**src/hw/rtl/pfr_pkg.sv**
```systemverilog
// shared types, constants and codes for the programmable state machine
package pfr_pkg;

  localparam int NUM_STATES  = 8;
  localparam int SLOTS       = 8;
  localparam int LIVE_STATES = (NUM_STATES < SLOTS) ? NUM_STATES : SLOTS;
  localparam int IDX_W       = $clog2(SLOTS);
  localparam int TABLE_W     = 2 * IDX_W * SLOTS;
  localparam logic [SLOTS-1:0] LIVE_MASK = SLOTS'((1 << LIVE_STATES) - 1);

  localparam int QDEPTH = 2;
  localparam int QPTR_W = $clog2(QDEPTH);
  localparam int QCNT_W = $clog2(QDEPTH + 1);

  typedef enum logic [2:0] {
    OP_STEP0    = 3'd0,
    OP_STEP1    = 3'd1,
    OP_RETARGET = 3'd2,
    OP_QUERY    = 3'd3,
    OP_DEL_ALL  = 3'd4,
    OP_DEL_ONE  = 3'd5,
    OP_READ     = 3'd6,
    OP_RESTART  = 3'd7
  } op_t;

  localparam logic [1:0] ST_OK      = 2'd0;
  localparam logic [1:0] ST_REFUSED = 2'd1;
  localparam logic [1:0] ST_NONE    = 2'd2;

  typedef struct packed {
    op_t              op;
    logic             sel;
    logic [IDX_W-1:0] tgt;
    logic             pre_walk;
  } cmd_t;

  typedef enum logic [1:0] {
    S_IDLE,
    S_WALK_PRE,
    S_APPLY,
    S_WALK_POST
  } back_state_t;

endpackage

```
**src/hw/rtl/pfr_if.sv**
```systemverilog
// handshake channels for command beats and result beats
interface pfr_cmd_if;
  logic       valid;
  logic       ready;
  logic [2:0] operation;
  logic       bit_select;
  logic [2:0] target_state;

  modport source (output valid, output operation, output bit_select, output target_state,
                  input ready);
  modport sink (input valid, input operation, input bit_select, input target_state,
                output ready);
endinterface

interface pfr_res_if;
  logic       valid;
  logic       ready;
  logic [2:0] current_node;
  logic [7:0] unreachable_mask;
  logic [7:0] deleted_now_mask;
  logic [1:0] status;
  logic [2:0] entry_next_zero;
  logic [2:0] entry_next_one;
  logic       entry_deleted;

  modport source (output valid, output current_node, output unreachable_mask,
                  output deleted_now_mask, output status, output entry_next_zero,
                  output entry_next_one, output entry_deleted, input ready);
  modport sink (input valid, input current_node, input unreachable_mask,
                input deleted_now_mask, input status, input entry_next_zero,
                input entry_next_one, input entry_deleted, output ready);
endinterface

```
**src/hw/rtl/pfr_front.sv**
```systemverilog
// command intake: decodes each beat and holds it in a short queue for the back end
module pfr_front import pfr_pkg::*; (
  input  logic  clk,
  input  logic  rst,
  pfr_cmd_if.sink cmd,
  output cmd_t  q_head,
  output logic  q_valid,
  input  logic  q_pop
);

  cmd_t              q_mem [QDEPTH];
  logic [QPTR_W-1:0] wr_ptr;
  logic [QPTR_W-1:0] rd_ptr;
  logic [QCNT_W-1:0] count;
  cmd_t              decoded;
  logic              push;
  logic              pop;

  always_comb begin
    decoded.op       = op_t'(cmd.operation);
    decoded.sel      = cmd.bit_select;
    decoded.tgt      = cmd.target_state;
    // deletes need the reachability of the state before the change
    decoded.pre_walk = cmd.operation inside {OP_DEL_ALL, OP_DEL_ONE};
  end

  assign cmd.ready = (count != QCNT_W'(QDEPTH));
  assign push      = cmd.valid && cmd.ready;
  assign q_valid   = (count != '0);
  assign pop       = q_pop && q_valid;
  assign q_head    = q_mem[rd_ptr];

  always_ff @(posedge clk) begin
    if (push) begin
      q_mem[wr_ptr] <= decoded;
    end
  end

  always_ff @(posedge clk) begin
    if (rst) begin
      wr_ptr <= '0;
      rd_ptr <= '0;
      count  <= '0;
    end else begin
      if (push) begin
        wr_ptr <= (wr_ptr == QPTR_W'(QDEPTH - 1)) ? '0 : wr_ptr + 1'b1;
      end
      if (pop) begin
        rd_ptr <= (rd_ptr == QPTR_W'(QDEPTH - 1)) ? '0 : rd_ptr + 1'b1;
      end
      case ({push, pop})
        2'b10:   count <= count + 1'b1;
        2'b01:   count <= count - 1'b1;
        default: count <= count;
      endcase
    end
  end

endmodule

```
**src/hw/rtl/pfr_back.sv**
```systemverilog
// execution side: transition table, deletion flags, reachability walk and result register
module pfr_back import pfr_pkg::*; (
  input  logic               clk,
  input  logic               rst,
  input  cmd_t               q_head,
  input  logic               q_valid,
  output logic               q_pop,
  input  logic [TABLE_W-1:0] init_table,
  pfr_res_if.source          res
);

  logic [IDX_W-1:0] nz [SLOTS];
  logic [IDX_W-1:0] no [SLOTS];
  logic [SLOTS-1:0] deleted;
  logic [IDX_W-1:0] cur;
  logic [SLOTS-1:0] mark;
  cmd_t             cmd_q;
  back_state_t      state;
  back_state_t      state_next;

  logic [SLOTS-1:0] killed_q;
  logic [1:0]       status_q;
  logic [IDX_W-1:0] e0_q;
  logic [IDX_W-1:0] e1_q;
  logic             ed_q;

  logic [SLOTS-1:0] grown;
  logic             settled;
  logic             load_out;
  logic             tgt_ok;
  logic [SLOTS-1:0] unreach_pre;
  logic [IDX_W-1:0] cur_new;
  logic [SLOTS-1:0] killed_new;
  logic [1:0]       status_new;
  logic [IDX_W-1:0] e0_new;
  logic [IDX_W-1:0] e1_new;
  logic             ed_new;
  logic             rt_en;

  function automatic logic [IDX_W-1:0] clamp_idx(logic [IDX_W-1:0] v);
    return ({1'b0, v} < (IDX_W + 1)'(LIVE_STATES)) ? v : '0;
  endfunction

  // one level of the marking walk: every live marked state marks its successors
  always_comb begin
    grown = mark;
    for (int i = 0; i < SLOTS; i++) begin
      if (mark[i] && LIVE_MASK[i]) begin
        grown = grown | (SLOTS'(1) << nz[i]) | (SLOTS'(1) << no[i]);
      end
    end
  end

  assign settled  = (grown == mark);
  assign load_out = (state == S_WALK_POST) && settled && (!res.valid || res.ready);

  always_comb begin
    state_next = state;
    case (state)
      S_IDLE: begin
        if (q_valid) begin
          state_next = q_head.pre_walk ? S_WALK_PRE : S_APPLY;
        end
      end
      S_WALK_PRE: begin
        if (settled) begin
          state_next = S_APPLY;
        end
      end
      S_APPLY:     state_next = S_WALK_POST;
      S_WALK_POST: begin
        if (load_out) begin
          state_next = S_IDLE;
        end
      end
      default:     state_next = S_IDLE;
    endcase
  end

  always_comb begin
    q_pop = (state == S_IDLE);
  end

  // effect of the held command on table, flags and current state
  always_comb begin
    tgt_ok      = ({1'b0, cmd_q.tgt} < (IDX_W + 1)'(LIVE_STATES));
    unreach_pre = LIVE_MASK & ~mark;
    cur_new     = cur;
    killed_new  = '0;
    status_new  = ST_OK;
    e0_new      = '0;
    e1_new      = '0;
    ed_new      = 1'b0;
    rt_en       = 1'b0;
    case (cmd_q.op)
      OP_STEP0: cur_new = nz[cur];
      OP_STEP1: cur_new = no[cur];
      OP_RETARGET: begin
        if (!tgt_ok || deleted[cmd_q.tgt]) begin
          status_new = ST_REFUSED;
        end else begin
          rt_en = 1'b1;
        end
      end
      OP_QUERY: ;
      OP_DEL_ALL: begin
        killed_new = unreach_pre & ~deleted;
        if (killed_new == '0) begin
          status_new = ST_NONE;
        end
      end
      OP_DEL_ONE: begin
        if (tgt_ok && unreach_pre[cmd_q.tgt] && !deleted[cmd_q.tgt]) begin
          killed_new = SLOTS'(1) << cmd_q.tgt;
        end else begin
          status_new = ST_NONE;
        end
      end
      OP_READ: begin
        if (tgt_ok) begin
          e0_new = nz[cmd_q.tgt];
          e1_new = no[cmd_q.tgt];
          ed_new = deleted[cmd_q.tgt];
        end
      end
      OP_RESTART: cur_new = '0;
      default: ;
    endcase
  end

  always_ff @(posedge clk) begin
    if (rst) begin
      state   <= S_IDLE;
      cur     <= '0;
      deleted <= '0;
      for (int i = 0; i < SLOTS; i++) begin
        nz[i] <= '0;
        no[i] <= '0;
      end
    end else begin
      state <= state_next;
      if (state == S_APPLY) begin
        cur <= cur_new;
        if (rt_en) begin
          if (cmd_q.sel) begin
            no[cur] <= cmd_q.tgt;
          end else begin
            nz[cur] <= cmd_q.tgt;
          end
        end
        if (cmd_q.op == OP_RESTART) begin
          deleted <= '0;
          for (int i = 0; i < SLOTS; i++) begin
            nz[i] <= clamp_idx(init_table[2*IDX_W*i +: IDX_W]);
            no[i] <= clamp_idx(init_table[2*IDX_W*i + IDX_W +: IDX_W]);
          end
        end else begin
          deleted <= deleted | killed_new;
        end
      end
    end
  end

  // command hold, walk marks and per-beat results
  always_ff @(posedge clk) begin
    case (state)
      S_IDLE: begin
        cmd_q <= q_head;
        mark  <= SLOTS'(1) << cur;
      end
      S_WALK_PRE, S_WALK_POST: mark <= grown;
      S_APPLY: begin
        mark     <= SLOTS'(1) << cur_new;
        killed_q <= killed_new;
        status_q <= status_new;
        e0_q     <= e0_new;
        e1_q     <= e1_new;
        ed_q     <= ed_new;
      end
      default: ;
    endcase
  end

  always_ff @(posedge clk) begin
    if (rst) begin
      res.valid <= 1'b0;
    end else if (load_out) begin
      res.valid <= 1'b1;
    end else if (res.ready) begin
      res.valid <= 1'b0;
    end
  end

  always_ff @(posedge clk) begin
    if (load_out) begin
      res.current_node     <= cur;
      res.unreachable_mask <= LIVE_MASK & ~mark;
      res.deleted_now_mask <= killed_q;
      res.status           <= status_q;
      res.entry_next_zero  <= e0_q;
      res.entry_next_one   <= e1_q;
      res.entry_deleted    <= ed_q;
    end
  end

endmodule

```
**src/hw/rtl/programmable_fsm_with_reachability.sv**
```systemverilog
// programmable eight-state machine: each command beat yields one result beat
// per command the back end pops it in S_IDLE, applies it in S_APPLY and then walks in S_WALK_POST;
// deletes also walk in S_WALK_PRE before the apply, one reachability level per cycle
// the back end works on one command at a time, its pace set by the marking walk; a 2-beat queue
// lets commands arrive while one is at work and the result register waits to be taken
// reset clears the table to all zero, the deleted flags, the queue and returns to state A
module programmable_fsm_with_reachability import pfr_pkg::*; (
  input  logic               clk,
  input  logic               rst,
  input  logic               cfg_we,
  input  logic [TABLE_W-1:0] cfg_data,
  pfr_cmd_if.sink            cmd,
  pfr_res_if.source          res
);

  logic [TABLE_W-1:0] init_table;
  cmd_t               q_head;
  logic               q_valid;
  logic               q_pop;

  always_ff @(posedge clk) begin
    if (rst) begin
      init_table <= '0;
    end else if (cfg_we) begin
      init_table <= cfg_data;
    end
  end

  pfr_front u_front (
    .clk     (clk),
    .rst     (rst),
    .cmd     (cmd),
    .q_head  (q_head),
    .q_valid (q_valid),
    .q_pop   (q_pop)
  );

  pfr_back u_back (
    .clk        (clk),
    .rst        (rst),
    .q_head     (q_head),
    .q_valid    (q_valid),
    .q_pop      (q_pop),
    .init_table (init_table),
    .res        (res)
  );

  // states deleted by a beat were unreachable and stay so
  a_killed_unreach: assert property (@(posedge clk) disable iff (rst)
    res.valid |-> (res.deleted_now_mask & ~res.unreachable_mask) == '0)
    else $error("deleted state reported reachable");

  // the current state always reaches itself
  a_cur_reach: assert property (@(posedge clk) disable iff (rst)
    res.valid |-> !res.unreachable_mask[res.current_node])
    else $error("current state reported unreachable");

  a_kill_status: assert property (@(posedge clk) disable iff (rst)
    res.valid && res.deleted_now_mask != '0 |-> res.status == ST_OK)
    else $error("deletion with non-ok status");

  a_status_code: assert property (@(posedge clk) disable iff (rst)
    res.valid |-> res.status == ST_OK || res.status == ST_REFUSED || res.status == ST_NONE)
    else $error("undefined status code");

endmodule

```
**src/flat_wrapper.sv**
```systemverilog
// flat-port wrapper written by rule: the top's interface ports become plain ports
module programmable_fsm_with_reachability_flat import pfr_pkg::*;
  (clk, rst, cfg_we, cfg_data, cmd_valid, cmd_operation, cmd_bit_select, cmd_target_state, cmd_ready, res_valid, res_current_node, res_unreachable_mask, res_deleted_now_mask, res_status, res_entry_next_zero, res_entry_next_one, res_entry_deleted, res_ready);
  pfr_cmd_if cmd_i ();
  pfr_res_if res_i ();
  input  logic clk;
  input  logic rst;
  input  logic cfg_we;
  input  logic [TABLE_W-1:0] cfg_data;
  input wire logic [$bits(cmd_i.valid)-1:0] cmd_valid;
  input wire logic [$bits(cmd_i.operation)-1:0] cmd_operation;
  input wire logic [$bits(cmd_i.bit_select)-1:0] cmd_bit_select;
  input wire logic [$bits(cmd_i.target_state)-1:0] cmd_target_state;
  output wire logic [$bits(cmd_i.ready)-1:0] cmd_ready;
  output wire logic [$bits(res_i.valid)-1:0] res_valid;
  output wire logic [$bits(res_i.current_node)-1:0] res_current_node;
  output wire logic [$bits(res_i.unreachable_mask)-1:0] res_unreachable_mask;
  output wire logic [$bits(res_i.deleted_now_mask)-1:0] res_deleted_now_mask;
  output wire logic [$bits(res_i.status)-1:0] res_status;
  output wire logic [$bits(res_i.entry_next_zero)-1:0] res_entry_next_zero;
  output wire logic [$bits(res_i.entry_next_one)-1:0] res_entry_next_one;
  output wire logic [$bits(res_i.entry_deleted)-1:0] res_entry_deleted;
  input wire logic [$bits(res_i.ready)-1:0] res_ready;
  assign cmd_i.valid = cmd_valid;
  assign cmd_i.operation = cmd_operation;
  assign cmd_i.bit_select = cmd_bit_select;
  assign cmd_i.target_state = cmd_target_state;
  assign cmd_ready = cmd_i.ready;
  assign res_valid = res_i.valid;
  assign res_current_node = res_i.current_node;
  assign res_unreachable_mask = res_i.unreachable_mask;
  assign res_deleted_now_mask = res_i.deleted_now_mask;
  assign res_status = res_i.status;
  assign res_entry_next_zero = res_i.entry_next_zero;
  assign res_entry_next_one = res_i.entry_next_one;
  assign res_entry_deleted = res_i.entry_deleted;
  assign res_i.ready = res_ready;
  programmable_fsm_with_reachability u_core (.clk(clk), .rst(rst), .cfg_we(cfg_we), .cfg_data(cfg_data), .cmd(cmd_i), .res(res_i));
endmodule
```
**config.mk**
```make
export PLATFORM = sky130hd
export DESIGN_NAME = programmable_fsm_with_reachability_flat
export DESIGN_NICKNAME = d
export VERILOG_FILES = /design/src/hw/rtl/pfr_pkg.sv /design/src/hw/rtl/pfr_if.sv /design/src/hw/rtl/pfr_front.sv /design/src/hw/rtl/pfr_back.sv /design/src/hw/rtl/programmable_fsm_with_reachability.sv /design/src/flat_wrapper.sv
export SDC_FILE = /design/constraint.sdc
export NUM_CORES = 1
export LEC_CHECK = 0
export BUFFER_PORTS_ARGS = -buffer_cell sky130_fd_sc_hd__buf_2
export CAP_MARGIN = 5
export CORE_MARGIN = 4
export CORE_UTILIZATION = 45
export DETAILED_ROUTE_END_ITERATION = 8
export PLACE_DENSITY = 0.61
export SLEW_MARGIN = 20
export SYNTH_ARGS = -nofsm -noshare
export SYNTH_HDL_FRONTEND = slang
export SYNTH_SLANG_ARGS = --single-unit
```
**constraint.sdc**
```tcl
create_clock -name clk -period 4.1 [get_ports clk]
set_input_delay 1.23 -clock clk [delete_from_list [all_inputs] [get_ports clk]]
set_output_delay 1.23 -clock clk [all_outputs]
set_load 0.02 [all_outputs]
```
After elaboration in Yosys (flattened, before gate mapping) --
Memories as Yosys holds them, arrays and structs flattened. A register that Yosys moved wholly into a read port is not among the register bits. Index checks and enable logic that the tools add are counted.
Storage, ports and cells: logic and storage cells 203, output and inout bits 30, register bits 120, bits in writable memories 64, memories 3
Memory list:
- u_core.u_back.no | words 8, width 3, read ports 10, clocked after Yosys merged registers in 2, wr ports 8, RTL line pfr_back.sv:13 | logic [IDX_W-1:0] no [SLOTS];
- u_core.u_back.nz | words 8, width 3, read ports 10, clocked after Yosys merged registers in 2, wr ports 8, RTL line pfr_back.sv:12 | logic [IDX_W-1:0] nz [SLOTS];
- u_core.u_front.q_mem | words 2, width 8, read ports 1, clocked after Yosys merged registers in 1, wr ports 1, RTL line pfr_front.sv:11 | cmd_t q_mem [QDEPTH];
Operators by class: reductions and logical operators 21, muxes and demuxes 79, equality and inequality tests 18, bitwise logic cells 36, $lt $le $gt $ge 1, $add $sub $neg 4, shifts and indexed selects 19
Operators with widths (count):
- 1-bit by 3-bit << shifter with 8-bit output, first input constant | 19
- 8-bit bitwise OR | 17
- 8-bit two-way mux | 10
- 3-bit two-way mux | 24
- 1-bit two-way mux | 31
- 8-bit case mux with 3 select lines | 1
- 3-bit equality test, second input constant | 6
- 8-bit inverter | 2
- 1-bit bitwise OR | 16
- 8-bit case mux with 2 select lines | 1
- 2-bit two-way mux | 6
- 3-bit case mux with 3 select lines | 1
- 8-bit bitwise AND | 1
- 8-bit equality test | 1
- 8-bit zero test | 1
- 2-bit inequality test, second input constant | 4
- 2-bit case mux with 4 select lines | 1
- 2-bit nonzero test | 4
- 1-bit binary-select mux with 3-bit select | 2
- 2-bit equality test, second input constant | 3
- 2-bit case mux with 3 select lines | 1
- 3-bit OR reduction | 2
- 1-bit logical AND | 5
- 2-bit by 1-bit equality test with 1-bit output, second input constant | 2
- 13 further kinds | 17

Logic depth before layout (Yosys ltp) --
An unclocked memory read counts as a cell.
depth in word-level cells 31, mapped depth 10

Hierarchy --
Synthesis repeated with hierarchy kept, for this count alone.
Second synthesis, totals: cells, all modules 843, area, all modules 9769.4 um^2
By module, submodules not included:
- pfr_back | cells each 638, area an instance 7235.7 um^2, times used 1
- programmable_fsm_with_reachability | cells each 155, area an instance 1729.2 um^2, times used 1
- pfr_front | cells each 50, area an instance 804.5 um^2, times used 1

Worst setup path before layout --
No wires, ideal clock.
path type register to register, start point memory u_core.u_back.nz[6][0] (netlist name), end point register u_core.u_back.res.current_node[0], enable pin, required time 3.687 ns, setup time 0.413 ns, cell stages (with the launch flop) 9, data arrival time 2.987 ns, setup slack 0.701 ns, cells stage by stage edfxtp_1 nor2b_1 a2111oi_0 o2111ai_1 o21ai_1 o2111ai_1 nor3_1 nand2_1 nor2_1
RTL lines:
- from (decl) | RTL line pfr_back.sv:12
- to (signal assigned) | RTL line pfr_back.sv:196 | res.current_node <= cur;
- to (decl) | RTL line pfr_if.sv:26 | modport source (output valid, output current_node, output unreachable_mask,

==> flow_summary.ini <==
[sta]
finClkSkew_ns = 0.01002
finalHoldViolCount = 0
min_period_over_period_pct = 78.56
rsz0062_at_grt = no
fin_setup_tns_ns = 0
relSlewSlack_pct = 49.14
setup_viol = 0
drv_slew = 0
clock.fmax_ghz = 0.3104
max_slew.worst_pin.slew_ns = 0.7618
finalCriticalPeriod_ns = 3.221

[worst_setup_path]
cp-start-kind = register
slowest_stage = edfxtp_1
r2r_cells = 8
r2r_slack_ns = 0.88
crit_required_ns = 4.21
critPathKind = reg2reg
max_stage_delay_ns = 0.63
crit_arrival_ns = 3.33
crit_chain = nor4_1 > or4_1 > nor4_2 > o22ai_1 > nor3_1 > nand2_1 > nor2_2 > buf_4
path_max_fanout = 25
end_kind = register

[route]
vias = 7245
drt_iter0_drc = 682
finalWirelength_um = 26520
drc = 0
via_per_inst = 6.192
firstDrtPassIters = 5
post_drt_wl_per_cell_um = 22.67
ant_nets = 0

[logic_synthesis]
synthTopCellsByArea = edfxtp_1, dfxtp_1, mux4_2
ys_types = 64
yosysTopAreaCell = edfxtp_1
synth_edf_count = 116
netlist_area_mm2 = 0.009599
yosys_warnings = 0
synth_flop_cell = edfxtp_1
avgSynthCellArea_um2 = 11.75
async_flop_share_pct = 0
yosysSeqAreaShare_pct = 52.55
ys_ff_latch = 194
syn_inst = 817
synth_nets = 882
synth_top_area_share_pct = 36.29

[floorplanning]
die_y_um = 154.1
core_mm2 = 0.02102
initial_core_util_pct = 45.66
ios = 90
die_area_mm2 = 0.02373
rows = 53
die_w_um = 154.1

[global_routing]
grtUsageTotal_pct = 22.35
grt_remaining_overflow = 0
grt_max_degree = 73
grt_pass1_wl_um = 41170
grt_pass1_vias = 6878
antenna_found_initial = 0

[hold_path]
hold_path.class = reg2reg
hold_path_depth = 0

[cts]
clock_tree.root_cell = clkbuf_16
ctsResizeCount = 0
clkTransAtPathRegs_ns = 0.07
postCtsSetupBuffers = 0
clkLatencyLatePin_ns = 0.44
cts_max_level = 4
cts_hold_buf = 0
cts_max_path_buffers = 2
clock_sinks = 194
cts_tree = built
cts-buffers-inserted = 17

[place]
dpl.hpwl_um = 18970
place.gp.congestion = 0.9877
port_buffers = 89

[cells_and_area]
final_util_pct = 51.68
drive_gt1_share_pct = 20.22
num_antenna_cells = 0
syn2layout_area_growth_pct = 13.18
fillCellCount = 1852
finalNetCount = 947

[flow_run]
drv_cap = 0

[power]
max-vdd-ir-drop_mv = 0.2987
powerDensity_mw_per_mm2 = 580.5
total_leakage_power_uw = 0.004002

[outcome]
status = finished clean
==> cell usage after synthesis, types with 3 or more instances <==
cell and instances:
nor3_1 8, mux4_2 27, nand2b_1 20, nor2b_1 13, nor4_1 10, nand3_1 18
a211oi_1 4, clkbuf_1 42, a311oi_1 3, mux2i_1 58, nor3_2 4, a22o_1 37
nand3b_1 6, dfxtp_1 78, or3_1 3, nor4bb_1 17, a21oi_1 15, o31ai_1 3
nor2_1 103, nor4b_1 3, inv_1 18, o32ai_1 7, nand4_1 23, o22ai_1 10
and4b_1 6, and4bb_1 4, o21ai_1 11, ha_1 5, a31oi_1 8, buf_2 4
nand4b_1 30, buf_1 9, mux2_2 7, nand2_1 24, edfxtp_1 116, o21ai_0 19
mux4_1 4, inv_2 3
==> cells in the final DEF, fill, tap and decap left out, types with 4 or more instances in the layout <==
cell type  instances
mux2i_1           58
nor3_2             4
nor2b_1           13
buf_2             89
nor3_1             8
mux4_2            27
nand3b_1           6
nand4b_1          30
a21oi_1           15
mux2_2             7
o32ai_1            7
a22o_1            37
clkbuf_16         18
a211oi_1           4
nor4bb_1          17
inv_1             18
nand2b_1          20
nor2_1           102
buf_4             12
o21ai_0           19
a31oi_1            8
edfxtp_1         116
nor4_1            10
nand2_1           24
ha_1               5
mux4_1             4
o22ai_1           10
dfxtp_1           78
and4b_1            6
nand3_1           18
o21ai_1           11
and4bb_1           4
nand4_1           23
==> sequential cells by signal, summed over array words and instances, names as in the netlist, 7 cells and up, named ones only <==
name	cells
u_core.u_back.deleted	8
u_core.u_back.mark	8
u_core.u_back.killed_q	8
u_core.u_back.res.unreachable_mask	8
u_core.u_front.q_mem	16
u_core.u_back.no	24
u_core.init_table	48
u_core.u_back.cmd_q	7
u_core.u_back.res.deleted_now_mask	8
u_core.u_back.nz	24
==> cell type report <==
cell class	count	area (µm²)	area share, %
clock buffer	19	454.2	4.181
multi-input combinational	547	4267	39.27
tap	275	344.1	3.167
sequential	194	5045	46.44
timing repair buffer	101	535.5	4.929
inverter	21	78.83	0.7256
clock inverter	13	140.1	1.290
==> worst paths after layout <==
path,start,end
worst min-delay path,u_core.u_back.e0_q[1],u_core.u_back.res.entry_next_zero[1]
worst min register to register,u_core.u_back.e0_q[1],u_core.u_back.res.entry_next_zero[1]
worst max register to register,u_core.u_back.nz[4][1],u_core.u_back.res.entry_next_one[2]
worst max-delay path,u_core.u_back.nz[4][1],u_core.u_back.res.entry_next_one[2]
==> cell families (layout without fill, tap and decap cells) <==
kind of cell    count (synthesis)  in the layout  share of synthesized area, %
simple gates                  309            309                         19.02
flops                         194            194                         52.55
compound gates                133            133                         10.09
mux                            96             96                         14.30
buf+inv                        76            154                         3.024
fa+ha+maj                       5              5                        0.6517
xor+xnor                        4              4                        0.3650
==> layer usage <==
| metal | part of all wire (%) | global-route usage [%] |
|---|---|---|
| met1 | 44 | 32.74 |
| met2 | 46 | 33.32 |
| met3 | 7.8 | 3.743 |
| met4 | 2.9 | 8.537 |
| met5 | 0 | 0 |
==> power breakdown <==
| part | switching, µW | internal, µW | total [µW] |
|---|---|---|---|
| Combinational | 1010 | 737 | 1750 |
| Clock | 828 | 848 | 1680 |
| Sequential | 465 | 2420 | 2880 |
==> critical path: cells and delay by family (launching register included) <==
family / cells / cell delay, ns
and+or+nand+nor: 6 / 1.67
DFF: 1 / 0.63
buffers and inverters: 1 / 0.36
AOI/OAI and AO/OA: 1 / 0.21
==> through the flow <==
stage	cells	power, µW	setup slack, ns	hold WS [ns]	instance area, µm²
finish	1170	6306	0.8788	0.4235	10860
global route	1170	6614	0.6845	0.4268	10860
CTS	1170	6313	0.8636	0.4240	10860
detailed placement	1138	4644	0.9012	0.4057	10270
global placement	1138	4646	0.8815	0.4010	10270
floorplan	817	4035	0.7006	0.4003	9599
(Power assumes the default switching activity.)
